[src/rtl/core/tcdws_pkg.sv]
// ----------------------------------------------------------------------------
// Tempo clock divider package
// Types, codes and constants shared by the core and its checker.
// ----------------------------------------------------------------------------
package tcdws_pkg;

    typedef enum logic [1:0] {
        CMD_TICK  = 2'd0,
        CMD_RUN   = 2'd1,
        CMD_TEMPO = 2'd2
    } cmd_t;

    typedef enum logic [1:0] {
        LED_OFF        = 2'd0,
        LED_ON         = 2'd1,
        LED_BLINK_SLOW = 2'd2,
        LED_BLINK_FAST = 2'd3
    } led_t;

    typedef enum logic [2:0] {
        RUN_HALTED  = 3'b001,
        RUN_RUNNING = 3'b010,
        RUN_WAITING = 3'b100
    } run_t;

    typedef enum logic [3:0] {
        ST_IDLE = 4'b0001,
        ST_DIV  = 4'b0010,
        ST_MUL  = 4'b0100,
        ST_FIN  = 4'b1000
    } seq_t;

    localparam logic [1:0] MODE_FREE     = 2'd0;
    localparam logic [1:0] MODE_START    = 2'd1;
    localparam logic [1:0] MODE_EVERY    = 2'd2;
    localparam logic [1:0] MODE_RESERVED = 2'd3;

    localparam int S_DATA_W = 24;
    localparam int M_DATA_W = 8;

    localparam logic [9:0]  BPM_MAX       = 10'd600;
    localparam logic [11:0] DUTY_MAX      = 12'd4095;
    localparam logic [15:0] MS_PER_MINUTE = 16'd60000;

    localparam logic [15:0] BEAT_RESET = 16'd600;
    localparam logic [15:0] HIGH_RESET = 16'd300;

    localparam int          STEP_W    = 4;
    localparam logic [3:0]  DIV_LAST  = 4'd15;
    localparam logic [3:0]  MUL_LAST  = 4'd12;

endpackage

[src/rtl/core/tempo_clock_divider_with_sync_core.sv]
// ----------------------------------------------------------------------------
// Tempo clock divider with sync input
// Millisecond beat generator with divided gates, run button and sync release.
// ----------------------------------------------------------------------------
// Channel    Direction  Payload
// s_ (in)    slave      tuser: command; tdata: sync_level, tempo_bpm, duty_value
// m_ (out)   master     tdata: gate_div1..gate_div8, led_mode
// cfg_       write      sync_mode
//
// A tick or run press request needs no further steps; its result is
// registered at once. A set tempo request holds s_tready low while the
// core runs 16 restoring division steps, 13 shift-add multiply steps and a
// clamp step. Reset is synchronous and active low. While a result waits on
// m_tready, one further request is taken and its result goes to a skid register.
// ----------------------------------------------------------------------------
module tempo_clock_divider_with_sync_core (
    input  logic        aclk,
    input  logic        aresetn,
    input  logic        s_tvalid,
    output logic        s_tready,
    // [0] sync_level, [10:1] tempo_bpm, [22:11] duty_value, [23] zero
    input  logic [23:0] s_tdata,
    // [1:0] command
    input  logic [1:0]  s_tuser,
    output logic        m_tvalid,
    input  logic        m_tready,
    // [0] gate_div1, [1] gate_div2, [2] gate_div4, [3] gate_div8,
    // [5:4] led_mode, [7:6] zero
    output logic [7:0]  m_tdata,
    input  logic        cfg_wen,
    input  logic [1:0]  cfg_wdata
);

    logic                   accept;
    logic                   sync_level;
    logic [9:0]             tempo_bpm;
    logic [11:0]            duty_value;
    tcdws_pkg::cmd_t        command;

    logic [1:0]             sync_mode_reg;
    tcdws_pkg::run_t        run_reg, run_next;
    tcdws_pkg::led_t        led_reg, led_next;
    logic [15:0]            ms_reg, ms_next;
    logic [2:0]             beat_idx_reg, beat_idx_next;
    logic [15:0]            beat_len_reg, beat_len_next;
    logic [15:0]            high_len_reg, high_len_next;
    logic [15:0]            high_lat_reg, high_lat_next;
    logic                   last_sync_reg, last_sync_next;
    logic [3:0]             gates_reg, gates_next;

    tcdws_pkg::seq_t        seq_reg, seq_next;
    logic [tcdws_pkg::STEP_W-1:0] step_reg, step_next;
    logic [9:0]             divisor_reg, divisor_next;
    logic [9:0]             rem_reg, rem_next;
    logic [15:0]            quo_reg, quo_next;
    logic [28:0]            prod_reg, prod_next;

    logic                   out_valid_reg, out_valid_next;
    logic [7:0]             out_data_reg, out_data_next;
    logic                   skid_valid_reg, skid_valid_next;
    logic [7:0]             skid_data_reg, skid_data_next;

    logic                   mode_free, mode_start, mode_every;
    logic                   sync_release;
    tcdws_pkg::run_t        run_tick;
    logic [15:0]            ms_base;
    logic [16:0]            ms_inc_wide;
    logic [15:0]            ms_inc;
    logic                   sync_end;
    logic                   beat_wrap;
    logic [15:0]            ms_tick;
    logic [2:0]             beat_idx_tick;
    logic [15:0]            high_lat_tick;
    logic                   gate_on;
    logic [9:0]             bpm_clamped;
    logic [12:0]            duty_plus_one;
    logic [10:0]            div_trial;
    logic                   div_ge;
    logic [16:0]            mul_sum;
    logic [16:0]            high_raw;
    logic [15:0]            high_clamped;
    logic [7:0]             result;

    assign command    = tcdws_pkg::cmd_t'(s_tuser);
    assign sync_level = s_tdata[0];
    assign tempo_bpm  = s_tdata[10:1];
    assign duty_value = s_tdata[22:11];

    assign s_tready = (seq_reg == tcdws_pkg::ST_IDLE) && !skid_valid_reg;
    assign accept   = s_tvalid && s_tready;
    assign m_tvalid = out_valid_reg;
    assign m_tdata  = out_data_reg;

    assign mode_free  = (sync_mode_reg == tcdws_pkg::MODE_FREE);
    assign mode_start = (sync_mode_reg == tcdws_pkg::MODE_START);
    assign mode_every = (sync_mode_reg == tcdws_pkg::MODE_EVERY) ||
                        (sync_mode_reg == tcdws_pkg::MODE_RESERVED);

    // Tick path: sync release, then one millisecond of beat counting.
    assign sync_release  = (run_reg == tcdws_pkg::RUN_WAITING) && !mode_free &&
                           !sync_level && last_sync_reg;
    assign run_tick      = sync_release ? tcdws_pkg::RUN_RUNNING : run_reg;
    assign ms_base       = sync_release ? 16'd0 : ms_reg;
    assign ms_inc_wide   = {1'b0, ms_base} + 17'd1;
    assign ms_inc        = ms_inc_wide[15:0];
    assign sync_end      = (ms_inc_wide == {1'b0, beat_len_reg}) && mode_every;
    assign beat_wrap     = (ms_inc >= beat_len_reg);
    assign ms_tick       = beat_wrap ? 16'd0 : ms_inc;
    assign beat_idx_tick = beat_wrap ? beat_idx_reg + 3'd1 : beat_idx_reg;
    assign high_lat_tick = beat_wrap ? high_len_reg : high_lat_reg;
    assign gate_on       = (ms_tick < high_lat_tick);

    assign bpm_clamped   = (tempo_bpm == 10'd0) ? 10'd1 :
                           (tempo_bpm > tcdws_pkg::BPM_MAX) ? tcdws_pkg::BPM_MAX : tempo_bpm;
    assign duty_plus_one = (duty_value == 12'd0) ? 13'd2 : {1'b0, duty_value} + 13'd1;

    // One restoring division step per cycle in ST_DIV, one shift-add multiply step per cycle in ST_MUL.
    assign div_trial = {rem_reg, quo_reg[15]};
    assign div_ge    = (div_trial >= {1'b0, divisor_reg});
    assign mul_sum   = {1'b0, prod_reg[28:13]} + (prod_reg[0] ? {1'b0, quo_reg} : 17'd0);

    assign high_raw     = prod_reg[28:12];
    assign high_clamped = (high_raw == 17'd0) ? 16'd1 :
                          (high_raw >= {1'b0, quo_reg}) ? quo_reg - 16'd1 : high_raw[15:0];

    assign result = {2'b00, led_next, gates_next};

    always_comb begin
        run_next       = run_reg;
        led_next       = led_reg;
        ms_next        = ms_reg;
        beat_idx_next  = beat_idx_reg;
        beat_len_next  = beat_len_reg;
        high_len_next  = high_len_reg;
        high_lat_next  = high_lat_reg;
        last_sync_next = last_sync_reg;
        gates_next     = gates_reg;
        seq_next       = seq_reg;
        step_next      = step_reg;
        divisor_next   = divisor_reg;
        rem_next       = rem_reg;
        quo_next       = quo_reg;
        prod_next      = prod_reg;

        if (accept) begin
            case (command)
                tcdws_pkg::CMD_TICK: begin
                    last_sync_next = sync_level;
                    run_next       = run_tick;
                    ms_next        = ms_base;
                    if (sync_release) begin
                        led_next = tcdws_pkg::LED_ON;
                    end
                    if (run_tick == tcdws_pkg::RUN_RUNNING) begin
                        if (sync_end) begin
                            ms_next    = 16'd0;
                            run_next   = tcdws_pkg::RUN_WAITING;
                            gates_next = 4'd0;
                        end else begin
                            ms_next       = ms_tick;
                            beat_idx_next = beat_idx_tick;
                            high_lat_next = high_lat_tick;
                            gates_next    = {gate_on && (beat_idx_tick == 3'd0),
                                             gate_on && (beat_idx_tick[1:0] == 2'd0),
                                             gate_on && !beat_idx_tick[0],
                                             gate_on};
                        end
                    end
                end
                tcdws_pkg::CMD_RUN: begin
                    if (run_reg == tcdws_pkg::RUN_HALTED) begin
                        if (mode_free) begin
                            run_next = tcdws_pkg::RUN_RUNNING;
                            led_next = tcdws_pkg::LED_ON;
                        end else if (mode_start) begin
                            beat_idx_next = 3'd0;
                            ms_next       = 16'd0;
                            gates_next    = 4'd0;
                            run_next      = tcdws_pkg::RUN_WAITING;
                            led_next      = tcdws_pkg::LED_BLINK_SLOW;
                        end else begin
                            run_next = tcdws_pkg::RUN_WAITING;
                            led_next = tcdws_pkg::LED_BLINK_FAST;
                        end
                    end else begin
                        run_next = tcdws_pkg::RUN_HALTED;
                        led_next = tcdws_pkg::LED_OFF;
                    end
                end
                tcdws_pkg::CMD_TEMPO: begin
                    divisor_next = bpm_clamped;
                    rem_next     = 10'd0;
                    quo_next     = tcdws_pkg::MS_PER_MINUTE;
                    prod_next    = {16'd0, duty_plus_one};
                    step_next    = '0;
                    seq_next     = tcdws_pkg::ST_DIV;
                end
                default: begin
                end
            endcase
        end

        case (seq_reg)
            tcdws_pkg::ST_IDLE: begin
            end
            tcdws_pkg::ST_DIV: begin
                rem_next  = div_ge ? 10'(div_trial - {1'b0, divisor_reg}) : div_trial[9:0];
                quo_next  = {quo_reg[14:0], div_ge};
                step_next = step_reg + 1'b1;
                if (step_reg == tcdws_pkg::DIV_LAST) begin
                    step_next = '0;
                    seq_next  = tcdws_pkg::ST_MUL;
                end
            end
            tcdws_pkg::ST_MUL: begin
                prod_next = {mul_sum, prod_reg[12:1]};
                step_next = step_reg + 1'b1;
                if (step_reg == tcdws_pkg::MUL_LAST) begin
                    seq_next = tcdws_pkg::ST_FIN;
                end
            end
            tcdws_pkg::ST_FIN: begin
                beat_len_next = quo_reg;
                high_len_next = high_clamped;
                seq_next      = tcdws_pkg::ST_IDLE;
            end
            default: begin
                seq_next = tcdws_pkg::ST_IDLE;
            end
        endcase
    end

    always_comb begin
        out_valid_next  = out_valid_reg;
        out_data_next   = out_data_reg;
        skid_valid_next = skid_valid_reg;
        skid_data_next  = skid_data_reg;
        if (accept) begin
            if (!out_valid_reg || m_tready) begin
                out_valid_next = 1'b1;
                out_data_next  = result;
            end else begin
                skid_valid_next = 1'b1;
                skid_data_next  = result;
            end
        end else if (out_valid_reg && m_tready) begin
            if (skid_valid_reg) begin
                out_data_next   = skid_data_reg;
                skid_valid_next = 1'b0;
            end else begin
                out_valid_next = 1'b0;
            end
        end
    end

    always_ff @(posedge aclk) begin
        if (!aresetn) begin
            sync_mode_reg  <= tcdws_pkg::MODE_FREE;
            run_reg        <= tcdws_pkg::RUN_HALTED;
            led_reg        <= tcdws_pkg::LED_OFF;
            ms_reg         <= 16'd0;
            beat_idx_reg   <= 3'd0;
            beat_len_reg   <= tcdws_pkg::BEAT_RESET;
            high_len_reg   <= tcdws_pkg::HIGH_RESET;
            high_lat_reg   <= tcdws_pkg::HIGH_RESET;
            last_sync_reg  <= 1'b1;
            gates_reg      <= 4'd0;
            seq_reg        <= tcdws_pkg::ST_IDLE;
            step_reg       <= '0;
            out_valid_reg  <= 1'b0;
            skid_valid_reg <= 1'b0;
        end else begin
            if (cfg_wen) begin
                sync_mode_reg <= cfg_wdata;
            end
            run_reg        <= run_next;
            led_reg        <= led_next;
            ms_reg         <= ms_next;
            beat_idx_reg   <= beat_idx_next;
            beat_len_reg   <= beat_len_next;
            high_len_reg   <= high_len_next;
            high_lat_reg   <= high_lat_next;
            last_sync_reg  <= last_sync_next;
            gates_reg      <= gates_next;
            seq_reg        <= seq_next;
            step_reg       <= step_next;
            out_valid_reg  <= out_valid_next;
            skid_valid_reg <= skid_valid_next;
        end
    end

    always_ff @(posedge aclk) begin
        divisor_reg   <= divisor_next;
        rem_reg       <= rem_next;
        quo_reg       <= quo_next;
        prod_reg      <= prod_next;
        out_data_reg  <= out_data_next;
        skid_data_reg <= skid_data_next;
    end

endmodule

[config.mk]
export PLATFORM = sky130hd
export DESIGN_NAME = tempo_clock_divider_with_sync_core
export DESIGN_NICKNAME = d
export VERILOG_FILES = /design/src/rtl/core/tcdws_pkg.sv /design/src/rtl/core/tempo_clock_divider_with_sync_core.sv
export SDC_FILE = /design/constraint.sdc
export NUM_CORES = 1
export LEC_CHECK = 0
export BUFFER_PORTS_ARGS = -buffer_cell sky130_fd_sc_hd__buf_2
export CORE_MARGIN = 1
export CORE_UTILIZATION = 35
export CTS_CLUSTER_DIAMETER = 40
export DETAILED_ROUTE_END_ITERATION = 7
export RECOVER_POWER = 25
export SYNTH_ARGS = -nofsm -noshare
export SYNTH_HDL_FRONTEND = slang
export SYNTH_SLANG_ARGS = --single-unit
[constraint.sdc]
create_clock -name aclk -period 6.7 [get_ports aclk]
set_clock_uncertainty 0.05 [all_clocks]
set_input_delay 1.005 -clock aclk [delete_from_list [all_inputs] [get_ports aclk]]
set_output_delay 1.005 -clock aclk [all_outputs]
set_load 0.1 [all_outputs]
# After elaboration in Yosys (flattened, before gate mapping)
# Index checks and enable logic that the tools add are counted.
# classes
addsub,7
multipliers,0
div_mod_pow,0
n_lt_le_gt_ge,5
n_eq_ne,23
shifts,0
muxes,70
bitwise_logic,2
n_reduce_logical,47
# op_table
op,n
$mux W16,14
$mux W29,3
$mux W4,13
$mux W10,5
$mux W3,11
$mux W8,4
$pmux W16 S2,1
$add A16 B1 Y17 const B,1
$add A16 B16 Y17,1
$eq A17 B16 Y1,1
$ge A17 B16 Y1,1
$logic_not A17 Y1,1
$ge A16 B16 Y1,1
$lt A16 B16 Y1,1
$pmux W4 S2,2
$reduce_and A2 Y1,8
$sub A16 B1 Y16 const B,1
$ne A2 B2 Y1 const B,7
$reduce_bool A2 Y1,7
$add A12 B1 Y13 const B,1
$mux W13,1
$eq A4 B4 Y1 const B,3
$logic_not A12 Y1,1
$pmux W3 S2,2
other kinds (31),63
# word_totals
register_bits,168
latch_bits,0
mem_bits_rw,0
mem_bits_ro,0
inputBits,33
out_inout_bits,10
wordCells,175
mem_count,0

# Longest topological paths before layout
# logic_depth
ltp_word,17
depth_mapped,29
ltp_nobuf,25

# Least setup slack after synthesis
# Ideal clock, no wire load.
# synth_timing
path_kind,input port to flip-flop
start,input port s_tdata[0]
end,"register out_data_reg[3], in the netlist m_tdata[3], data pin"
setup_time_ps,260
t_arrival_ps,5726
required_time_ps,6390
setup_slack_ps,664
cell_stages,24
n_path_buf,3
cell_sequence,nor3b_2 -> nand4_1 -> and2_1 -> ha_1 -> nand3_1 -> nor3_1 -> xnor2_1 -> nor2_1 -> ha_1 -> nand4_1 -> or3_1 -> a21oi_1 -> a211o_1 -> or2_1 -> buf_4 -> buf_6 -> buf_2 -> nor3_1 -> ha_1 -> nand4_1 -> nor4_1 -> a31oi_4 -> a22o_4 -> mux2_2
# synth_via
elab_chain_cells,15
elab_cells_between_ends,22
classes_between,add/sub (1); order compare (2); eq/ne (2); mux (11); reduce/logical (6)
# synth_rtl
item,line,rtl
"start, declared",tempo_clock_divider_with_sync_core.sv:22,"input logic [23:0] s_tdata,"
$logic_not A1 Y1 (*),tempo_clock_divider_with_sync_core.sv:101,!sync_level && last_sync_reg;
$logic_and A1 B1 Y1 (*),tempo_clock_divider_with_sync_core.sv:100,assign sync_release = (run_reg == tcdws_pkg::RUN_WAITING) && !mode_free &&
$logic_and A1 B1 Y1 (*),tempo_clock_divider_with_sync_core.sv:101,
$mux W16,tempo_clock_divider_with_sync_core.sv:103,assign ms_base = sync_release ? 16'd0 : ms_reg;
$add A16 B1 Y17,tempo_clock_divider_with_sync_core.sv:104,"assign ms_inc_wide = {1'b0, ms_base} + 17'd1;"
$ge A16 B16 Y1,tempo_clock_divider_with_sync_core.sv:107,assign beat_wrap = (ms_inc >= beat_len_reg);
"$mux W16, or another cell as far along",tempo_clock_divider_with_sync_core.sv:108,assign ms_tick = beat_wrap ? 16'd0 : ms_inc;
$lt A16 B16 Y1 / $logic_not A3 Y1 (equally long branches),"tempo_clock_divider_with_sync_core.sv:111, tempo_clock_divider_with_sync_core.sv:163",
$logic_and A1 B1 Y1,tempo_clock_divider_with_sync_core.sv:163,"gates_next = {gate_on && (beat_idx_tick == 3'd0),"
$mux W4,tempo_clock_divider_with_sync_core.sv:155,if (sync_end) begin
$mux W4 (*),tempo_clock_divider_with_sync_core.sv:154,if (run_tick == tcdws_pkg::RUN_RUNNING) begin
$pmux W4 S2 (*),tempo_clock_divider_with_sync_core.sv:146,case (command)
$mux W4 (*),tempo_clock_divider_with_sync_core.sv:145,if (accept) begin
net gates_next[3],tempo_clock_divider_with_sync_core.sv:49,"logic [3:0] gates_reg, gates_next;"
$mux W8 (*),tempo_clock_divider_with_sync_core.sv:239,if (!out_valid_reg || m_tready) begin
$mux W8 (*),tempo_clock_divider_with_sync_core.sv:238,if (accept) begin
net out_data_next[3],tempo_clock_divider_with_sync_core.sv:59,"logic [7:0] out_data_reg, out_data_next;"
"end signal, assigned",tempo_clock_divider_with_sync_core.sv:297,out_data_reg <= out_data_next;
"end, declared",tempo_clock_divider_with_sync_core.sv:59,
# Mark *: on every way through the listed nets, which the timed path passes. The rest lies on a longest branch. The select of a mux whose other input is x is not followed.
# A chain may end at the register's enable or synchronous reset.

# Final worst setup path
# layout_timing
start,input port s_tdata[0]
end,"register out_data_reg[1], in the netlist m_tdata[1], data pin"
# layout_via
elab_chain_cells,15
elab_cells_between_ends,22
classes_between,add/sub (1); order compare (2); eq/ne (2); mux (11); reduce/logical (6)
# layout_rtl
item,line,rtl
$logic_not A1 Y1 (*),tempo_clock_divider_with_sync_core.sv:101,
$logic_and A1 B1 Y1 (*),tempo_clock_divider_with_sync_core.sv:100,
$logic_and A1 B1 Y1 (*),tempo_clock_divider_with_sync_core.sv:101,
$mux W16,tempo_clock_divider_with_sync_core.sv:103,
$add A16 B1 Y17,tempo_clock_divider_with_sync_core.sv:104,
$ge A16 B16 Y1,tempo_clock_divider_with_sync_core.sv:107,
"$mux W16, or another cell as far along",tempo_clock_divider_with_sync_core.sv:108,
$lt A16 B16 Y1 / $logic_not A1 Y1 (equally long branches),"tempo_clock_divider_with_sync_core.sv:111, tempo_clock_divider_with_sync_core.sv:165",
$logic_and A1 B1 Y1,tempo_clock_divider_with_sync_core.sv:165,"gate_on && !beat_idx_tick[0],"
$mux W4,tempo_clock_divider_with_sync_core.sv:155,
$mux W4 (*),tempo_clock_divider_with_sync_core.sv:154,
$pmux W4 S2 (*),tempo_clock_divider_with_sync_core.sv:146,
$mux W4 (*),tempo_clock_divider_with_sync_core.sv:145,
net gates_next[1],tempo_clock_divider_with_sync_core.sv:49,
$mux W8 (*),tempo_clock_divider_with_sync_core.sv:239,
$mux W8 (*),tempo_clock_divider_with_sync_core.sv:238,
net out_data_next[1],tempo_clock_divider_with_sync_core.sv:59,
# Marks and branches as above.

==> flow_summary_export.csv <==
group,metric,value,unit
die,die_h,173.8,um
drt,vias,8032,
drt,wl,23.26,mm
power,intPower,1.871,mW
placed_design,post-place-cells,1520,
layout,syn2layout_area_growth,11.52,%
yosys,seq_area_frac_synth,39.65,%
drt,drtPass1Iterations,6,
placed_design,hpwl,17.17,mm
cts,clk_pin_slew,80,ps
min_path,hp-start,"high_len_reg[15]$_SDFFE_PN0N_",
grt,grt_start_max_net_pins,55,
sta,fmax,165.3,MHz
sta,hold_viol,0,
setup_path,cp_num_cells,26,
yosys,netlist_top_cells_area,"edfxtp_1 22%, dfxtp_1 17%, ha_1 9.7%",
layout,drive_gt1_share,9.932,%
drt,drc,0,
outcome,violations,"capacitance limit, slew limit",
setup_path,critPathBufInv,4,
setup_path,cp-end-kind,"register",
setup_path,cp_max_fo,10,
drt,wl_per_cell,14.99,um
power,p_sw_share,30.10,%
setup_path,r2r-end,"m_tdata[1]$_DFFE_PP_",
layout,largest_reg_flops,29,
cts,root_buffer,"clkbuf_16",
yosys,yosys.area.top_type,"edfxtp_1",
drt,ant_nets,0,
power,comb_power_share,17.9,%
grt,grt_pass1_vias,7657,
cts,tritoncts,"built",
setup_path,start_kind,"primary input",
power,switching_power,0.8054,mW
min_path,hp-class,"reg2reg",
cts,htreeDepth,4,
sta,finalCritPeriodShare,90.27,%
yosys,ys_dominant_reg_cell,"dfxtp_1",
layout,seq_area,4094,sq um
cts,cts_max_path_buffers,2,
placed_design,gp_congestion,0.8780,
cts,cts_buffers,17,
power,max-vdd-ir-drop,0.1712,mV
cts,clock_latency,440,ps
yosys,synthesis.area,10330,sq um
yosys,yosysWarnings,0,
grt,antenna_found_initial,0,
yosys,syn_inst,1125,
layout,num_antenna_cells,0,
drt,route.layer.met1.wl,11.67,mm
drt,met3_length,734,um
power,p_total,2.676,mW
setup_path,critical_path.top_delay_family,"simple AND/OR/NAND/NOR gates",
layout,num-fill-cells,2945,
setup_path,crit_type,"in2reg",
cts,post_cts_buffers,0,
layout,instances_no_fill,1552,
sta,maxSlewViolCount,73,
setup_path,rr_startpoint,"sync_mode_reg[1]$_SDFFE_PN0P_",
yosys,synthTopCellsByCount,"141 x nand2_1, 89 x dfxtp_1, 80 x ha_1",
drt,route.met2.wl,10.63,mm
die,die_area,30190,sq um
power,sequentialPowerShare,43.3,%
drt,drtIter0Drc,546,
layout,fin_area,11520,sq um
grt,grt_pass1_wl,39.03,mm
yosys,ys_seq_elements,166,
setup_path,cp.arrival,6310,ps
sta,finalSetupViolCount,0,
drt,avgViaCountPerCell,5.175,
drt,dr.max_layer_used,"met4",
sta,period_needed,6048,ps
yosys,synth_most_common_cell,"nand2_1",
setup_path,r2r_slack,760,ps
yosys,synth-edff-count,77,
setup_path,required,6960,ps
placed_design,post_dp_cell_area,10940,sq um
die,die_w,173.8,um
power,leakage,4.769,nW
die,placementRows,62,
die,ios,43,
cts,clock-sinks,166,
sta,final.setup.tns,0,ps
sta,worst_pin_slew,2202,ps
power,p_per_area,232.4,nW/um^2
die,start_util,35.78,%
grt,grtUsageTotal,15.86,%
power,pwr-share-clk,38.9,%
cts,hold_buffers,0,
layout,multiInputGateArea,5738,sq um
yosys,async_flop_share,0,%
die,core-area,28860,sq um
min_path,whs_path_depth,2,
placed_design,io_buffers,39,
outcome,status,"finished with violations",
min_path,min_to,"high_len_reg[15]$_SDFFE_PN0N_",
setup_path,cp_slowest_cell,"a2111oi_2",
sta,slew_headroom,-46.78,%
yosys,ys_types,85,
cts,cts_resized,0,
yosys,synth_area_per_cell,9.179,sq um
sta,holdWs,416.5,ps
layout,nNetsFinal,1270,
sta,rsz0062_at_grt,"no",
setup_path,critPathMaxStageDelay,390,ps
job,drv_cap,2,
setup_path,rr_worst_depth,27,
grt,overflow,0,
yosys,synth.top_cell.area_share,22.39,%
## per-layer routing
layer	GRT usage, %	vias to the layer above
met3	2.807	21
li1	-	4085
met4	3.838	0
met2	24.88	129
met1	22.47	3797
met5	0	-
## cell type report
type                            count  share of cell area [%]
Timing Repair Buffer               57                   2.901
Inverter                           67                   2.184
Tap cell                          384                   4.172
Clock inverter                     12                   1.206
Multi-Input combinational cell    846                   49.83
Clock buffer                       20                   4.161
Sequential cell                   166                   35.55
## cells by family (layout without fill, tap and decap cells)
| family | after synthesis | in the layout | share of synthesized area, % |
|---|---|---|---|
| AND/OR/NAND/NOR | 425 | 425 | 20.70 |
| AO/OA/AOI/OAI | 248 | 248 | 16.89 |
| flip-flops | 166 | 166 | 39.65 |
| buffers and inverters | 114 | 156 | 4.592 |
| adder cells (fa/ha/maj) | 82 | 82 | 10.08 |
| XOR/XNOR | 52 | 52 | 4.410 |
| multiplexers | 37 | 37 | 3.647 |
| other | 1 | 2 | 0.03632 |
## cells in the final DEF, fill, tap and decap left out, types with 17 or more instances in the layout
cell	count
a21oi_1	31
dfxtp_1	89
edfxtp_1	77
a21o_1	22
nor2b_1	44
buf_2	35
clkbuf_16	19
xor2_1	17
mux2i_1	32
and2_1	29
nor3_1	30
nand2_1	141
o21ai_0	64
ha_1	80
nor2_1	76
nand3_1	33
xnor2_1	35
inv_1	68
## power groups by stage
| stage | clock [mW] | combinational [mW] | sequential, mW |
|---|---|---|---|
| 2_1_floorplan | 0 | 0.310 | 1.25 |
| 3_3_place_gp | 0 | 0.481 | 1.18 |
| 3_5_place_dp | 0 | 0.486 | 1.18 |
| 4_1_cts | 1.06 | 0.488 | 1.16 |
| 5_1_grt | 1.10 | 0.529 | 1.16 |
| 6_report | 1.04 | 0.479 | 1.16 |
## metrics by stage
step,worst slack (ps),utilization (%)
6_report,651.9,39.91
5_1_grt,158.3,39.91
4_1_cts,646.0,40.04
3_5_place_dp,246.8,37.89
3_3_place_gp,309.3,37.89
2_1_floorplan,663.7,-
## how the worst max path moves through the flow
stage / slack [ps] / startpoint / to
2_1_floorplan: 660 / s_tdata[0] / m_tdata[3]$_DFFE_PP_
3_3_place_gp: 310 / s_tdata[0] / m_tdata[1]$_DFFE_PP_
3_5_place_dp: 250 / s_tdata[0] / m_tdata[3]$_DFFE_PP_
4_1_cts: 650 / s_tdata[0] / m_tdata[3]$_DFFE_PP_
5_1_grt: 160 / s_tdata[0] / m_tdata[1]$_DFFE_PP_
6_report: 650 / s_tdata[0] / m_tdata[1]$_DFFE_PP_
## tightest hold or removal path, stage by stage (launching register included)
cell and delay [ps]:
dfxtp_1 330, nand2_1 50, o21ai_0 60
(Power assumes the default switching activity.)
